==> config.mk <==
export PLATFORM = sky130hd
export DESIGN_NAME = servo_dispense_sequencer
export DESIGN_NICKNAME = d
export VERILOG_FILES = /design/src/sv/sds_pkg.sv /design/src/sv/sds_core.sv /design/src/sv/servo_dispense_sequencer.sv
export SDC_FILE = /design/constraint.sdc
export NUM_CORES = 1
export LEC_CHECK = 0
export CORE_UTILIZATION = 25
export CTS_CLUSTER_SIZE = 40
export DETAILED_ROUTE_END_ITERATION = 10
export DONT_BUFFER_PORTS = 1
export SETUP_SLACK_MARGIN = 0.4
export SYNTH_ARGS = -nofsm -noshare
export SYNTH_HDL_FRONTEND = slang
export SYNTH_SLANG_ARGS = --single-unit
==> constraint.sdc <==
create_clock -name clk -period 4.72 [get_ports clk]
set_input_delay 0.472 -clock clk [delete_from_list [all_inputs] [get_ports clk]]
set_output_delay 0.472 -clock clk [all_outputs]
set_load 0.02 [all_outputs]
==> src/sv/sds_pkg.sv <==
package sds_pkg;

    // Fixed widths of the item and register fields
    localparam int MODE_W    = 3;
    localparam int SLOT_W    = 3;
    localparam int PULSE_W   = 12;
    localparam int TICK_W    = 12;
    localparam int PROFILE_W = 24;
    localparam int WINDOW_W  = 8;
    localparam int STATUS_W  = 3;
    localparam int CHAN_W    = 3;
    localparam int LOWRUN_W  = 3;
    localparam int CFG_IDX_W = 3;

    // Profile store and profile limits
    localparam int PROFILE_REGS         = 6;
    localparam int SLOT_COUNT           = 6;
    localparam int REQUIRED_LOW_SAMPLES = 2;
    localparam int PULSE_MIN            = 280;
    localparam int PULSE_MAX            = 325;
    localparam int RUN_MIN_TICKS        = 100;
    localparam int RUN_MAX_TICKS        = 2500;

    // Item modes
    localparam logic [MODE_W-1:0] MODE_TICK  = 3'd0;
    localparam logic [MODE_W-1:0] MODE_START = 3'd1;
    localparam logic [MODE_W-1:0] MODE_CAL   = 3'd2;
    localparam logic [MODE_W-1:0] MODE_STOP  = 3'd3;
    localparam logic [MODE_W-1:0] MODE_FAULT = 3'd4;

    // Cycle status codes
    localparam logic [STATUS_W-1:0] ST_IDLE     = 3'd0;
    localparam logic [STATUS_W-1:0] ST_RUNNING  = 3'd1;
    localparam logic [STATUS_W-1:0] ST_DETECTED = 3'd2;
    localparam logic [STATUS_W-1:0] ST_TIMEOUT  = 3'd3;
    localparam logic [STATUS_W-1:0] ST_STOPPED  = 3'd4;
    localparam logic [STATUS_W-1:0] ST_BLOCKED  = 3'd5;
    localparam logic [STATUS_W-1:0] ST_FAULT    = 3'd6;
    localparam logic [STATUS_W-1:0] ST_CALDONE  = 3'd7;

    // Register indexes on the configuration port
    localparam logic [CFG_IDX_W-1:0] CFG_SLOT1  = 3'd0;
    localparam logic [CFG_IDX_W-1:0] CFG_SLOT6  = 3'd5;
    localparam logic [CFG_IDX_W-1:0] CFG_WINDOW = 3'd6;
    localparam logic [CFG_IDX_W-1:0] CFG_READY  = 3'd7;

    localparam logic [WINDOW_W-1:0] WINDOW_RESET = 8'd20;

    typedef logic [PROFILE_W-1:0] profile_t;
    typedef profile_t [PROFILE_REGS-1:0] profile_arr_t;

    // Profiles after reset: pulse 307, run 2100/2100/2100/1850/2100/1600
    localparam profile_arr_t PROFILE_RESET = {
        24'd6553907, 24'd8601907, 24'd7577907,
        24'd8601907, 24'd8601907, 24'd8601907
    };

    // One result beat
    typedef struct packed {
        logic                accepted;
        logic                busy_res;
        logic                motor_on;
        logic [CHAN_W-1:0]   motor_channel;
        logic [PULSE_W-1:0]  motor_pulse;
        logic [STATUS_W-1:0] status;
        logic [SLOT_W-1:0]   last_slot;
        logic                finished;
    } res_t;

endpackage

==> src/sv/sds_core.sv <==
module sds_core (
    input  logic                                 clk,
    input  logic                                 rst_n,
    input  logic                                 en,
    input  logic [sds_pkg::MODE_W-1:0]           mode,
    input  logic [sds_pkg::SLOT_W-1:0]           slot,
    input  logic                                 beam_clear,
    input  sds_pkg::profile_arr_t                profiles,
    input  logic [sds_pkg::WINDOW_W-1:0]         clear_window,
    input  logic                                 drive_ready,
    output sds_pkg::res_t                        res
);
    import sds_pkg::*;

    localparam logic [1:0] PH_IDLE  = 2'd0;
    localparam logic [1:0] PH_CLEAR = 2'd1;
    localparam logic [1:0] PH_RUN   = 2'd2;
    localparam logic [1:0] PH_CAL   = 2'd3;

    logic [1:0]          phase_reg,    phase_next;
    logic [TICK_W-1:0]   elapsed_reg,  elapsed_next;
    logic [LOWRUN_W-1:0] low_run_reg,  low_run_next;
    logic [CHAN_W-1:0]   channel_reg,  channel_next;
    logic [PULSE_W-1:0]  pulse_reg,    pulse_next;
    logic [TICK_W-1:0]   limit_reg,    limit_next;
    logic [STATUS_W-1:0] status_reg,   status_next;
    logic [SLOT_W-1:0]   recent_reg,   recent_next;
    logic                fault_reg,    fault_next;

    logic [SLOT_W-1:0]   sel;
    logic                slot_ok;
    profile_t            prof;
    logic [PULSE_W-1:0]  prof_pulse;
    logic [TICK_W-1:0]   prof_run;
    logic                allowed;
    logic [TICK_W-1:0]   elapsed_inc;
    logic [LOWRUN_W-1:0] low_run_inc;
    logic                accepted;
    logic                finished;
    logic                motor;

    // Pick the requested profile and check it against the limits, the phase, drive readiness and the fault latch
    always_comb
    begin
        sel     = slot - SLOT_W'(1);
        slot_ok = (slot != '0) && (32'(slot) <= SLOT_COUNT) && (32'(slot) <= PROFILE_REGS);
        prof    = (32'(sel) < PROFILE_REGS) ? profiles[sel] : '0;
        prof_pulse = prof[PULSE_W-1:0];
        prof_run   = prof[PULSE_W +: TICK_W];
        allowed = slot_ok && (phase_reg == PH_IDLE) && drive_ready && !fault_reg &&
                  (32'(prof_pulse) >= PULSE_MIN) && (32'(prof_pulse) <= PULSE_MAX) &&
                  (32'(prof_run) >= RUN_MIN_TICKS) && (32'(prof_run) <= RUN_MAX_TICKS);
    end

    assign elapsed_inc = elapsed_reg + TICK_W'(1);
    assign low_run_inc = (low_run_reg == '1) ? low_run_reg : low_run_reg + LOWRUN_W'(1);

    // Step the sequencer by one item
    always_comb
    begin
        phase_next   = phase_reg;
        elapsed_next = elapsed_reg;
        low_run_next = low_run_reg;
        channel_next = channel_reg;
        pulse_next   = pulse_reg;
        limit_next   = limit_reg;
        status_next  = status_reg;
        recent_next  = recent_reg;
        fault_next   = fault_reg;
        accepted     = 1'b0;
        finished     = 1'b0;

        case (mode)
            MODE_TICK:
            begin
                case (phase_reg)
                    PH_CLEAR:
                    begin
                        if (!beam_clear)
                        begin
                            phase_next  = PH_IDLE;
                            status_next = ST_BLOCKED;
                            finished    = 1'b1;
                        end
                        else if (elapsed_inc >= TICK_W'(clear_window))
                        begin
                            phase_next   = PH_RUN;
                            elapsed_next = '0;
                            low_run_next = '0;
                        end
                        else
                        begin
                            elapsed_next = elapsed_inc;
                        end
                    end
                    PH_RUN:
                    begin
                        elapsed_next = elapsed_inc;
                        low_run_next = beam_clear ? '0 : low_run_inc;
                        if (!beam_clear && (32'(low_run_inc) >= REQUIRED_LOW_SAMPLES))
                        begin
                            phase_next  = PH_IDLE;
                            status_next = ST_DETECTED;
                            finished    = 1'b1;
                        end
                        else if (elapsed_inc >= limit_reg)
                        begin
                            phase_next  = PH_IDLE;
                            status_next = ST_TIMEOUT;
                            finished    = 1'b1;
                        end
                    end
                    PH_CAL:
                    begin
                        elapsed_next = elapsed_inc;
                        if (elapsed_inc >= limit_reg)
                        begin
                            phase_next  = PH_IDLE;
                            status_next = ST_CALDONE;
                            finished    = 1'b1;
                        end
                    end
                    default:
                    begin
                    end
                endcase
            end
            MODE_START, MODE_CAL:
            begin
                if (allowed)
                begin
                    channel_next = sel;
                    pulse_next   = prof_pulse;
                    limit_next   = prof_run;
                    elapsed_next = '0;
                    low_run_next = '0;
                    status_next  = ST_RUNNING;
                    accepted     = 1'b1;
                    if (mode == MODE_START)
                    begin
                        phase_next  = PH_CLEAR;
                        recent_next = slot;
                    end
                    else
                    begin
                        phase_next = PH_CAL;
                    end
                end
            end
            MODE_STOP:
            begin
                if (phase_reg != PH_IDLE)
                begin
                    phase_next  = PH_IDLE;
                    status_next = ST_STOPPED;
                    finished    = 1'b1;
                end
            end
            MODE_FAULT:
            begin
                finished    = (phase_reg != PH_IDLE);
                phase_next  = PH_IDLE;
                fault_next  = 1'b1;
                status_next = ST_FAULT;
            end
            default:
            begin
            end
        endcase
    end

    // Form the result from the state after this item
    always_comb
    begin
        motor             = (phase_next == PH_RUN) || (phase_next == PH_CAL);
        res.accepted      = accepted;
        res.busy_res      = (phase_next != PH_IDLE);
        res.motor_on      = motor;
        res.motor_channel = channel_next;
        res.motor_pulse   = motor ? pulse_next : '0;
        res.status        = status_next;
        res.last_slot     = recent_next;
        res.finished      = finished;
    end

    // Advance the state on each accepted beat
    always_ff @(posedge clk or negedge rst_n)
    begin
        if (!rst_n)
        begin
            phase_reg   <= PH_IDLE;
            elapsed_reg <= '0;
            low_run_reg <= '0;
            channel_reg <= '0;
            pulse_reg   <= '0;
            limit_reg   <= '0;
            status_reg  <= ST_IDLE;
            recent_reg  <= '0;
            fault_reg   <= 1'b0;
        end
        else if (en)
        begin
            phase_reg   <= phase_next;
            elapsed_reg <= elapsed_next;
            low_run_reg <= low_run_next;
            channel_reg <= channel_next;
            pulse_reg   <= pulse_next;
            limit_reg   <= limit_next;
            status_reg  <= status_next;
            recent_reg  <= recent_next;
            fault_reg   <= fault_next;
        end
    end

endmodule

==> src/sv/servo_dispense_sequencer.sv <==
// Each taken item beat has its result registered, in the skid slot while the
// result register stalls. One item per cycle is taken while item_stall is low;
// a step is one pass of compare and increment logic from state to result.
// A two-entry result buffer keeps items flowing while one result is held.
// Reset (rst_n low, asynchronous) returns the sequencer to idle, clears the
// latched fault and loads the default profiles, window 20 and drive not ready.
module servo_dispense_sequencer (
    input  logic                               clk,
    input  logic                               rst_n,
    // configuration writes
    input  logic                               cfg_valid,
    output logic                               cfg_ready,
    input  logic [sds_pkg::CFG_IDX_W-1:0]      cfg_index,
    input  logic [sds_pkg::PROFILE_W-1:0]      cfg_data,
    // item channel
    input  logic                               item_valid,
    output logic                               item_stall,
    input  logic [sds_pkg::MODE_W-1:0]         mode,
    input  logic [sds_pkg::SLOT_W-1:0]         slot,
    input  logic                               beam_clear,
    // result channel
    output logic                               res_valid,
    input  logic                               res_stall,
    output logic                               accepted,
    output logic                               busy_res,
    output logic                               motor_on,
    output logic [sds_pkg::CHAN_W-1:0]         motor_channel,
    output logic [sds_pkg::PULSE_W-1:0]        motor_pulse,
    output logic [sds_pkg::STATUS_W-1:0]       status,
    output logic [sds_pkg::SLOT_W-1:0]         last_slot,
    output logic                               finished
);
    import sds_pkg::*;

    profile_arr_t          profile_reg;
    logic [WINDOW_W-1:0]   window_reg;
    logic                  ready_reg;

    res_t                  step_res;
    res_t                  out_reg;
    res_t                  skid_reg;
    logic                  out_valid_reg;
    logic                  skid_valid_reg;
    logic                  item_take;
    logic                  out_free;

    assign cfg_ready = 1'b1;

    // Hold the configuration registers
    always_ff @(posedge clk or negedge rst_n)
    begin
        if (!rst_n)
        begin
            profile_reg <= PROFILE_RESET;
            window_reg  <= WINDOW_RESET;
            ready_reg   <= 1'b0;
        end
        else if (cfg_valid && cfg_ready)
        begin
            if (cfg_index <= CFG_SLOT6)
            begin
                profile_reg[cfg_index] <= cfg_data;
            end
            else if (cfg_index == CFG_WINDOW)
            begin
                window_reg <= cfg_data[WINDOW_W-1:0];
            end
            else if (cfg_index == CFG_READY)
            begin
                ready_reg <= cfg_data[0];
            end
        end
    end

    // Stall items only while the spare result slot is occupied
    assign item_stall = skid_valid_reg;
    assign item_take  = item_valid && !item_stall;
    assign out_free   = !out_valid_reg || !res_stall;

    sds_core u_core (
        .clk          (clk),
        .rst_n        (rst_n),
        .en           (item_take),
        .mode         (mode),
        .slot         (slot),
        .beam_clear   (beam_clear),
        .profiles     (profile_reg),
        .clear_window (window_reg),
        .drive_ready  (ready_reg),
        .res          (step_res)
    );

    // Result register and skid slot
    always_ff @(posedge clk or negedge rst_n)
    begin
        if (!rst_n)
        begin
            out_valid_reg  <= 1'b0;
            skid_valid_reg <= 1'b0;
        end
        else if (out_free)
        begin
            if (skid_valid_reg)
            begin
                out_valid_reg  <= 1'b1;
                skid_valid_reg <= 1'b0;
            end
            else
            begin
                out_valid_reg <= item_take;
            end
        end
        else if (item_take)
        begin
            skid_valid_reg <= 1'b1;
        end
    end

    always_ff @(posedge clk)
    begin
        if (out_free)
        begin
            out_reg <= skid_valid_reg ? skid_reg : step_res;
        end
        else if (item_take)
        begin
            skid_reg <= step_res;
        end
    end

    assign res_valid     = out_valid_reg;
    assign accepted      = out_reg.accepted;
    assign busy_res      = out_reg.busy_res;
    assign motor_on      = out_reg.motor_on;
    assign motor_channel = out_reg.motor_channel;
    assign motor_pulse   = out_reg.motor_pulse;
    assign status        = out_reg.status;
    assign last_slot     = out_reg.last_slot;
    assign finished      = out_reg.finished;

endmodule

# == Word-level counts from Yosys, hierarchy flattened ==
# Cells that the tools add are included.
# op_classes
addsub,3
n_lt_le_gt_ge,13
eq_ne,17
n_mux,55
n_bitwise,3
n_reduce_logical,36
# op_table
cell,n
bitwise mux 144 bit,1
binary-select mux 24 bit (select 3 bit),1
demux 24 bit (select 3 bit),1
two-way mux 12 bit,6
two-way mux 24 bit,3
two-way mux 3 bit,16
case mux 12 bit (2 select lines),2
two-way mux 25 bit,1
two-way mux 2 bit,7
adder 12 x 1 -> 12 bit (second input constant),1
== test 3 bit (second input constant),4
greater-or-equal comparator 12 bit,1
greater-or-equal comparator 12 x 7 -> 1 bit (second input constant),1
greater-or-equal comparator 12 x 8 -> 1 bit,1
greater-or-equal comparator 12 x 9 -> 1 bit (second input constant),1
less-or-equal comparator 12 bit (second input constant),1
less-or-equal comparator 12 x 9 -> 1 bit (second input constant),1
logical AND 1 bit,12
case mux 3 bit (2 select lines),2
case mux 3 bit (4 select lines),1
two-way mux 1 bit,9
inequality test 3 bit (second input constant),3
case mux 3 bit (3 select lines),1
== test 2 bit (second input constant),4
other kinds (28),46
# word_totals
ff_bits,256
output_inout_bits,28
wordCells,162

# == Longest topological paths before layout ==
# Gate-level depths: netlist (run 1).
# depth
word_depth,16
ltp_mapped,19

# == Cells and area by module ==
# A second synthesis (run 1) with hierarchy kept.
# hier_totals
hier_cells,976
hier_area_um2,12459.4
# by_module_without_submodules
mod,instances,cells_per_inst,area_each_um2,seq_area_each_um2
servo_dispense_sequencer,1,421,7764.9,5452.7
sds_core,1,555,4694.5,1276.2

# == Worst setup path before layout (run 1) ==
# OpenSTA, ideal clock, no wires.
# synth_timing
path_type,input to register
startpoint,in slot[0] (netlist bit)
endpoint,"reg out_reg, in the netlist last_slot[0] (data pin)"
arrival_time_ns,4.260
required_ns,4.460
setup_slack_ns,0.200
path_stages,15
path_buffers,4
path_cell_list,buf_6 > buf_4 > buf_2 > inv_1 > ha_1 > xor2_2 > buf_6 > mux4_2 > a21oi_1 > nand3_1 > o21a_1 > or4b_2 > nor4b_2 > mux2_2 > mux2_2
# synth_rtl
element,line,text
start: declaration,servo_dispense_sequencer.sv:19,"input logic [sds_pkg::SLOT_W-1:0] slot,"
end signal: assignment,servo_dispense_sequencer.sv:123,out_reg <= skid_valid_reg ? skid_reg : step_res;
end: declaration,servo_dispense_sequencer.sv:40,res_t out_reg;

# == Worst setup path in the final report (run 1) ==
# layout_timing
startpoint,reg u_core.elapsed_reg[0]
endpoint,"reg out_reg, in the netlist motor_pulse[10] (data pin)"
# layout_between
elab_chain_len,10
word_cells_on_any_way,14
# layout_rtl
element,line,text
start: declaration,sds_core.sv:21,"logic [TICK_W-1:0] elapsed_reg, elapsed_next;"
start signal: assignment,sds_core.sv:204,elapsed_reg <= elapsed_next;
adder 12 x 1 -> 12 bit *,sds_core.sv:55,assign elapsed_inc = elapsed_reg + TICK_W'(1);
greater-or-equal comparator 12 bit or greater-or-equal comparator 12 x 8 -> 1 bit (tied branches),"sds_core.sv:106, sds_core.sv:116, sds_core.sv:85",
two-way mux 2 bit (on tied branches),"sds_core.sv:106, sds_core.sv:116, sds_core.sv:85",
two-way mux 2 bit (on tied branches),"sds_core.sv:100, sds_core.sv:79",
case mux 2 bit (3 select lines) *,sds_core.sv:76,case (phase_reg)
case mux 2 bit (4 select lines) *,sds_core.sv:73,case (mode)
== test 2 bit,sds_core.sv:175,motor = (phase_next == PH_RUN) || (phase_next == PH_CAL);
logical OR 1 bit *,sds_core.sv:175,
two-way mux 12 bit *,sds_core.sv:180,res.motor_pulse = motor ? pulse_next : '0;
two-way mux 25 bit *,servo_dispense_sequencer.sv:123,
# Mark *: on every way between the ends. The rest lies on a longest branch, timed or not.
# A chain may end at the register's enable or synchronous reset.

==> metrics.md, run 1 <==
| Metric | Value |
|---|---|
| Drt via density | `4.60` |
| Run status | `finished clean` |
| Top-level I/O count | `67` |
| Leakage power figure | `5.66 nW` |
| Minimum clock period | `4050 ps` |
| CP Launch Type | `flop` |
| Max-slew headroom | `41.4%` |
| Setup Total Neg Slack | `0 ps` |
| Maximum buffer depth of the clock tree | `3` |
| Worst supply voltage drop on vdd | `0.254 mV` |
| Overall overflow remaining after global route | `0` |
| Worst path buffer plus inverter count | `1` |
| Number of synthesized flops with an enable pin | `50` |
| Flip-flop count of the largest register, all copies and words added | `144` |
| Power per cell area | `between 400 and 500 nW/um^2` |
| Number of DRC violations after detailed-routing iteration 0 | `450` |
| Sinks on the clock net | `256` |
| Site row count | `81` |
| Capturing element type of the critical path | `flop` |
| Kind of critical path | `flop to flop` |
| Critical Path, Cell by Cell | `ha_1 > nand3_2 > nor2_2 > xor2_1 > ha_1 > a21o_1 > a211o_1 > a21oi_1 > o221ai_1 > a31o_2 > o21ai_0 > nand3_1 > and3b_2 > buf_12 > o41ai_2` |
| Wire length of the first global-routing pass | `45,000 um` |
| Final weighted congestion in routability-driven placement | `approximately 0.86` |
| Level count of the clock H-tree | `1` |
| Finished Cell Area | `roughly 14,000 sq um` |
| Max Freq | `around 250 MHz` |
| Post-synth ARST share | `80.5%` |
| Max-cap violations | `0` |
| Number of hold violations in the final report | `0` |
| Clock tree from TritonCTS | `built` |
| Maximum number of pins on one net before global-route repair | `207` |
| Clock buffers created by TritonCTS | `28` |
| Required arrival time at the worst endpoint | `5060 ps` |
| Horiz. Die Dim | `approximately 230 um` |
| Dpl hpwl | `18,600 um` |
| Clock-pin slew reported for the worst setup and hold paths after clock tree synthesis | `60 ps` |
| Data arrival time of the worst path | `about 4400 ps` |
| Seq cells post-synth | `256` |
| Kind of cell with the highest combined delay on the critical path | `compound AO/OA/AOI/OAI gates` |
| WL per Instance | `17.3 um` |
| Via total after detailed routing | `7,568` |
| Overall die area | `50,800 sq um` |
| Highest-count cells in the layout ignoring fill and taps | `sky130_fd_sc_hd__mux2_2, sky130_fd_sc_hd__dfrtp_1, sky130_fd_sc_hd__dfstp_2` |
| Iteration count of the initial detailed-routing pass | `5` |
| FILL cells | `4,980` |
| Placeable core area | `49,100 sq um` |
| Delay of the slowest cell on the worst path | `450 ps` |
| Worst min path class | `primary input to async pin` |
| Layout net count | `slightly above 1k` |
| Dominant register cell in the synthesized netlist | `sky130_fd_sc_hd__dfrtp_1` |
| Tcrit/Tclk final | `85.8%` |
| Number of different library cells in the post-synthesis netlist | `72` |
| Unrepaired setup endpoints after global routing | `false` |
| Worst clock skew on the final layout | `26.1 ps` |
| Number of diodes | `0` |
| Via count of the first global-routing pass | `about 7.6k` |
| Measured slew at the worst slew-check pin | `between 800 and 900 ps` |
| Slowest cell on the critical path | `sky130_fd_sc_hd__dfrtp_1` |
| Starting utilization of the core area | `25.4%` |
| Netlist area before placement | `about 12,000 sq um` |
| Most frequent standard cell in the layout excluding fill and tap cells | `sky130_fd_sc_hd__mux2_2` |
| Max Fanout on Critical Path | `12` |
| Yosys warns | `0` |
| IO Port Bufs | `0` |
| Post-Syn Area per Cell | `12.9 sq um` |
| Total global-route track usage | `11.2%` |
| Ratio of cells with drive above 1 in the final layout | `35.3%` |
| Final setup violation count | `0` |
| Mapped Cells | `964` |
| CTS Root Cell | `sky130_fd_sc_hd__clkbuf_16` |
| Cell repeated most along the worst path | `sky130_fd_sc_hd__ha_1` |
| Placement Cell Area | `13,200 sq um` |
| Post-synthesis net count | `1,032` |
| Final Max Slew Viols | `0` |
| Worst-skew pair later-pin latency | `560 ps` |
| Layout area overhead | `13.9%` |
| Share of synthesized area occupied by flip-flops and latches | `53.9%` |
| Number of antenna violations at the first check in global routing | `0` |
| Drt drc | `0` |
| Die Height | `between 200 and 250 um` |
| Post-Route WL | `around 29,000 um` |
| DRT antenna net count | `0` |
[cell usage after synthesis (5+ instances only)]
cell type	instances	area share, %
sky130_fd_sc_hd__edfxtp_1	50	12
sky130_fd_sc_hd__nor4_1	5	0.25
sky130_fd_sc_hd__dfstp_2	58	12
sky130_fd_sc_hd__o21ai_1	6	0.24
sky130_fd_sc_hd__a22o_1	6	0.42
sky130_fd_sc_hd__mux4_1	7	1.5
sky130_fd_sc_hd__mux2i_1	28	2.2
sky130_fd_sc_hd__buf_2	5	0.20
sky130_fd_sc_hd__mux4_2	12	2.2
sky130_fd_sc_hd__nand4b_1	9	0.63
sky130_fd_sc_hd__nor2_1	33	0.99
sky130_fd_sc_hd__a21oi_1	33	1.3
sky130_fd_sc_hd__a211o_1	8	0.56
sky130_fd_sc_hd__nor3_1	35	1.4
sky130_fd_sc_hd__mux2_2	175	16
sky130_fd_sc_hd__nand2b_1	9	0.45
sky130_fd_sc_hd__xnor2_1	9	0.63
sky130_fd_sc_hd__nand3_1	16	0.64
sky130_fd_sc_hd__clkbuf_1	35	1.1
sky130_fd_sc_hd__nand4_1	10	0.50
sky130_fd_sc_hd__nor3b_1	9	0.54
sky130_fd_sc_hd__o31ai_1	8	0.48
sky130_fd_sc_hd__ha_1	29	2.9
sky130_fd_sc_hd__inv_1	44	1.3
sky130_fd_sc_hd__dfrtp_1	148	30
sky130_fd_sc_hd__nand2_1	57	1.7
sky130_fd_sc_hd__a211oi_1	5	0.30
sky130_fd_sc_hd__o21ai_0	29	1.2
sky130_fd_sc_hd__buf_6	5	0.45
sky130_fd_sc_hd__buf_4	8	0.48
[worst register-to-register path, delay by kind of cell (launching register included)]
kind | cells | cell delay, ps
DFF | 1 | 450
and+or+nand+nor | 4 | 850
buffers and inverters | 1 | 190
adders and majority gates | 2 | 560
AOI/OAI and AO/OA | 7 | 1580
xor gates and xnor gates | 1 | 250
[cell type report]
type                       instances  area, sq um  area share (%)
clock inverter                     8         90.1           0.634
inverter                          44          165            1.16
sequential                       256         6730            47.4
tap                              664          831            5.85
clock buffer                      44          831            5.85
multi-input combinational        607         5320            37.5
timing repair buffer              22          243            1.71
[per-layer routing]
layer / track usage (%) / up-vias / wire length, um
li1: - / 3522 / -
met1: 15.1 / 3863 / 13200
met2: 18.4 / 150 / 13400
met3: 2.49 / 33 / 1460
met4: 2.06 / 0 / 439
met5: 0 / - / 0
[cells by family after synthesis]
kind of cell | after synthesis | share of synthesized area (%)
adders and majority gates | 30 | 2.99
other | 1 | 0.0301
and+or+nand+nor | 207 | 8.74
buffers and inverters | 101 | 3.94
xor gates and xnor gates | 14 | 1.04
AOI/OAI and AO/OA | 132 | 7.52
DFF | 256 | 53.9
muxes | 223 | 21.8
[path summary, 6_finish.rpt]
kind                                                   startpoint                           endpoint  slack [ps]  cells after the start
worst max-delay path            u_core.elapsed_reg[0]$_DFFE_PN0P_          motor_pulse[10]$_DFFE_PN_         670                     15
worst min-delay path                                        rst_n       profile_reg[101]$_DFFE_PN1P_          50                      1
worst max register to register  u_core.elapsed_reg[0]$_DFFE_PN0P_          motor_pulse[10]$_DFFE_PN_         670                     15
worst min register to register  u_core.channel_reg[1]$_DFFE_PN0P_  u_core.channel_reg[1]$_DFFE_PN0P_         480                      2
max in group asynchronous                                   rst_n       profile_reg[134]$_DFFE_PN0P_        3850                      2
min in group clk                                       item_valid              res_valid$_DFFE_PN0N_          50                      2
[through the flow]
step | std cells | hold WS (ps) | util (%) | power, mW | worst slack, ps
global placement | 1591 | 185 | 27.0 | 3.84 | 354
finish | 1645 | 47.7 | 29.0 | 6.01 | 668
floorplan | 964 | 176 | - | 3.67 | 417
CTS | 1643 | -398 | 28.8 | 6.04 | 521
global route | 1645 | 37.3 | 29.0 | 6.32 | 419
detailed placement | 1591 | 185 | 27.0 | 3.89 | 332
[power breakdown]
part           leakage (nW)  internal (mW)  total (mW)  switching, mW
Combinational          2.28          0.506       0.973          0.467
Clock                 0.447           1.26        2.13          0.869
Sequential             2.94           2.70        2.91          0.213
Total                  5.66           4.47        6.01           1.55
[what timing repair did]
item | CTS | global route
endpoints found under the setup margin | 0 | 15
hold endpoints to repair | 206 | 159
gates resized for setup | 0 | 3
buffers inserted | 0 | 0
Power figures use the tool's default switching activity.
==> run 2, diff against run 1 <==
==> constraint.sdc (replaced) <==
create_clock -name clk -period 4.72 [get_ports clk]
set_input_delay 0.708 -clock clk [delete_from_list [all_inputs] [get_ports clk]]
set_output_delay 0.708 -clock clk [all_outputs]
set_load 0.02 [all_outputs]
==> run 2 against run 1 <==
  * Cell count hardly changed
  * Setup slack improved by 19 ps
  * First-iteration DRC count is 39% higher
  * Largest cell class unchanged
==> metrics.md, run 2 (synthesized netlist as in run 1, its figures left out) <==
| Metric | Value |
|---|---|
| Run status | `finished clean (unchanged)` |
| WL per Instance | `18.0 um (was 17.3 um)` |
| Number of antenna violations at the first check in global routing | `0 (unchanged)` |
| Capturing point of the worst reg2reg path | `motor_pulse[1]$_DFFE_PN_ (was motor_pulse[10]$_DFFE_PN_)` |
| Max Freq | `248 MHz (was 247 MHz)` |
| Kind of critical path | `flop to flop (unchanged)` |
| FF-to-FF Start | `u_core.elapsed_reg[0]$_DFFE_PN0P_ (unchanged)` |
| Dpl hpwl | `18,900 um (was 18,600 um)` |
| Worst supply voltage drop on vdd | `0.293 mV (was 0.254 mV)` |
| Number of diodes | `0 (unchanged)` |
| Number of DRC violations after detailed-routing iteration 0 | `625 (was 450)` |
| Post-Route WL | `29,700 um (was 28,500 um)` |
| Site row count | `81 (unchanged)` |
| Final weighted congestion in routability-driven placement | `0.814 (was 0.861)` |
| Max Fanout on Critical Path | `18 (was 12)` |
| Measured slew at the worst slew-check pin | `1050 ps (was 879 ps)` |
| CTS Root Cell | `sky130_fd_sc_hd__clkbuf_16 (unchanged)` |
| Most frequent standard cell in the layout excluding fill and tap cells | `sky130_fd_sc_hd__mux2_2 (unchanged)` |
| DRT antenna net count | `0 (unchanged)` |
| Iteration count of the initial detailed-routing pass | `5 (unchanged)` |
| Maximum number of pins on one net before global-route repair | `149 (was 207)` |
| Area used by sequential logic in the layout | `6730 sq um (about the same)` |
| Data arrival time of the worst path | `4390 ps (about the same)` |
| FILL cells | `5,029 (was 4,980)` |
| Layout area overhead | `14.0% (was 13.9%)` |
| Wire length of the first global-routing pass | `46,400 um (was 45,000 um)` |
| Via total after detailed routing | `7,691 (was 7,568)` |
| Leakage power figure | `5.65 nW (was 5.66 nW)` |
| Horiz. Die Dim | `225 um (unchanged)` |
| Unrepaired setup endpoints after global routing | `false (unchanged)` |
| CP Launch Type | `flop (unchanged)` |
| Starting utilization of the core area | `25.4% (unchanged)` |
| Total global-route track usage | `11.9% (was 11.2%)` |
| Highest-count cells in the layout ignoring fill and taps | `sky130_fd_sc_hd__mux2_2, sky130_fd_sc_hd__dfrtp_1, sky130_fd_sc_hd__dfstp_2 (unchanged)` |
| Drt via density | `4.67 (was 4.60)` |
| Worst-skew pair later-pin latency | `560 ps (about the same)` |
| Combined area of the multi-input logic cells | `5350 sq um (was 5320 sq um)` |
| Tcrit/Tclk final | `85.4% (was 85.8%)` |
| Clock tree from TritonCTS | `built (unchanged)` |
| Overall die area | `50,800 sq um (unchanged)` |
| Flip-flop count of the largest register, all copies and words added | `144 (unchanged)` |
| Top-level I/O count | `67 (unchanged)` |
| Via count of the first global-routing pass | `7,539 (was 7,647)` |
| Capturing element type of the critical path | `flop (unchanged)` |
| Maximum buffer depth of the clock tree | `3 (unchanged)` |
| Layout net count | `1,030 (was 1,027)` |
| Ratio of cells with drive above 1 in the final layout | `35.9% (was 35.3%)` |
| Placement Cell Area | `13,200 sq um (about the same)` |
| Number of hold violations in the final report | `0 (unchanged)` |
| Setup Total Neg Slack | `0 ps (unchanged)` |
| Required arrival time at the worst endpoint | `5080 ps (was 5060 ps)` |
| Finished Cell Area | `14,200 sq um (about the same)` |
| Minimum clock period | `4030 ps (was 4050 ps)` |
| Max-cap violations | `0 (unchanged)` |
| Power per cell area | `424 nW/um^2 (was 423 nW/um^2)` |
| Depth of the worst register-to-register path | `15 (unchanged)` |
| Final Max Slew Viols | `0 (unchanged)` |
| Die Height | `225 um (unchanged)` |
| Worst clock skew on the final layout | `19.1 ps (was 26.1 ps)` |
| Level count of the clock H-tree | `1 (unchanged)` |
| Max-slew headroom | `29.3% (was 41.4%)` |
| Drt drc | `0 (unchanged)` |
| Clock-pin slew reported for the worst setup and hold paths after clock tree synthesis | `70 ps (was 60 ps)` |
| Final setup violation count | `0 (unchanged)` |
| Clock buffers created by TritonCTS | `26 (was 28)` |
| IO Port Bufs | `0 (unchanged)` |
| Overall overflow remaining after global route | `0 (unchanged)` |
| Worst min path class | `primary input to async pin (unchanged)` |
| Sinks on the clock net | `256 (unchanged)` |
| Placeable core area | `49,100 sq um (unchanged)` |
| Setup slack on the worst flop-to-flop path | `690 ps (was 670 ps)` |
==> run 2: cell count changes in the layout (fill, tap and decap cells not counted), moves of 2 or more <==
cell | before | now
sky130_fd_sc_hd__xnor2_1 | 9 | 7
sky130_fd_sc_hd__dlygate4sd3_1 | 0 | 5
sky130_fd_sc_hd__buf_4 | 17 | 19
sky130_fd_sc_hd__clkbuf_8 | 7 | 2
sky130_fd_sc_hd__clkbuf_16 | 28 | 26
sky130_fd_sc_hd__clkinv_1 | 2 | 0
sky130_fd_sc_hd__a21oi_2 | 3 | 5
sky130_fd_sc_hd__inv_6 | 0 | 2
sky130_fd_sc_hd__xnor2_2 | 0 | 2
sky130_fd_sc_hd__a21oi_1 | 32 | 30
sky130_fd_sc_hd__bufinv_16 | 1 | 3
sky130_fd_sc_hd__clkinvlp_4 | 1 | 4
==> run 2: layout make-up <==
cell class | instances | share of cell area [%]
sequential | 256 | 47.3
multi-input combinational | 607 | 37.7
tap | 664 | 5.84
clock buffer | 36 | 4.98
timing repair buffer | 27 | 1.83
inverter | 44 | 1.19
clock inverter | 12 | 1.16
==> run 2: worst max path at each step <==
stage                                            from                       end  slack [ps]  cells after the start
floorplan                                     slot[0]    last_slot[0]$_DFFE_PN_         390                     15
global placement                              slot[0]    last_slot[0]$_DFFE_PN_         320                     12
detailed placement                            slot[1]    last_slot[1]$_DFFE_PN_         300                     12
CTS                 u_core.elapsed_reg[0]$_DFFE_PN0P_        motor_on$_DFFE_PN_         460                     15
global route        u_core.elapsed_reg[0]$_DFFE_PN0P_  motor_pulse[1]$_DFFE_PN_         440                     15
finish              u_core.elapsed_reg[0]$_DFFE_PN0P_  motor_pulse[1]$_DFFE_PN_         690                     15
==> run 2: worst max-delay path, cell delays in order, from the launching register on <==
cell and delay (ps):
sky130_fd_sc_hd__dfrtp_2 430, sky130_fd_sc_hd__ha_1 270, sky130_fd_sc_hd__nand3_2 190, sky130_fd_sc_hd__nor2_2 210, sky130_fd_sc_hd__xor2_1 300, sky130_fd_sc_hd__ha_1 310, sky130_fd_sc_hd__a21o_1 160, sky130_fd_sc_hd__a211o_1 280
sky130_fd_sc_hd__a21oi_1 140, sky130_fd_sc_hd__o221ai_1 120, sky130_fd_sc_hd__a31o_2 320, sky130_fd_sc_hd__o21ai_0 240, sky130_fd_sc_hd__nand3_1 140, sky130_fd_sc_hd__and3b_1 220, sky130_fd_sc_hd__buf_4 210, sky130_fd_sc_hd__o31ai_1 280
==> run 2: per-layer routing <==
metal,part of all wire [%],vias to the layer above,track usage (%)
li1,-,3534,-
met1,47,3927,16.8
met2,45,190,18.2
met3,6.7,40,3.12
met4,1.8,0,2.48
met5,0,-,0
==> run 2: per-stage QoR <==
step / power (mW) / hold slack, ps / util, % / setup slack, ps / cells
after floorplan: 3.67 / 412 / - / 391 / 964
after global placement: 3.86 / 423 / 26.9 / 323 / 1591
after detailed placement: 3.90 / 427 / 26.9 / 303 / 1591
after CTS: 6.08 / 175 / 28.9 / 461 / 1646
after global routing: 6.32 / 181 / 29.0 / 444 / 1646
final: 6.03 / 143 / 29.0 / 687 / 1646
==> run 2: what timing repair did <==
item / 4_1_cts / 5_1_grt
resized for setup: 0 / 6
hold endpoints to repair: 148 / 0
endpoints found under the setup margin: 0 / 34
hold buffers: 7 / 0
buffers inserted: 0 / 0
==> run 2: power by group <==
| part | leakage (nW) | total, mW | switching [mW] | internal [mW] |
|---|---|---|---|---|
| logic | 2.30 | 0.986 | 0.478 | 0.508 |
| registers | 2.94 | 2.92 | 0.225 | 2.70 |
| clock network | 0.415 | 2.12 | 0.896 | 1.23 |
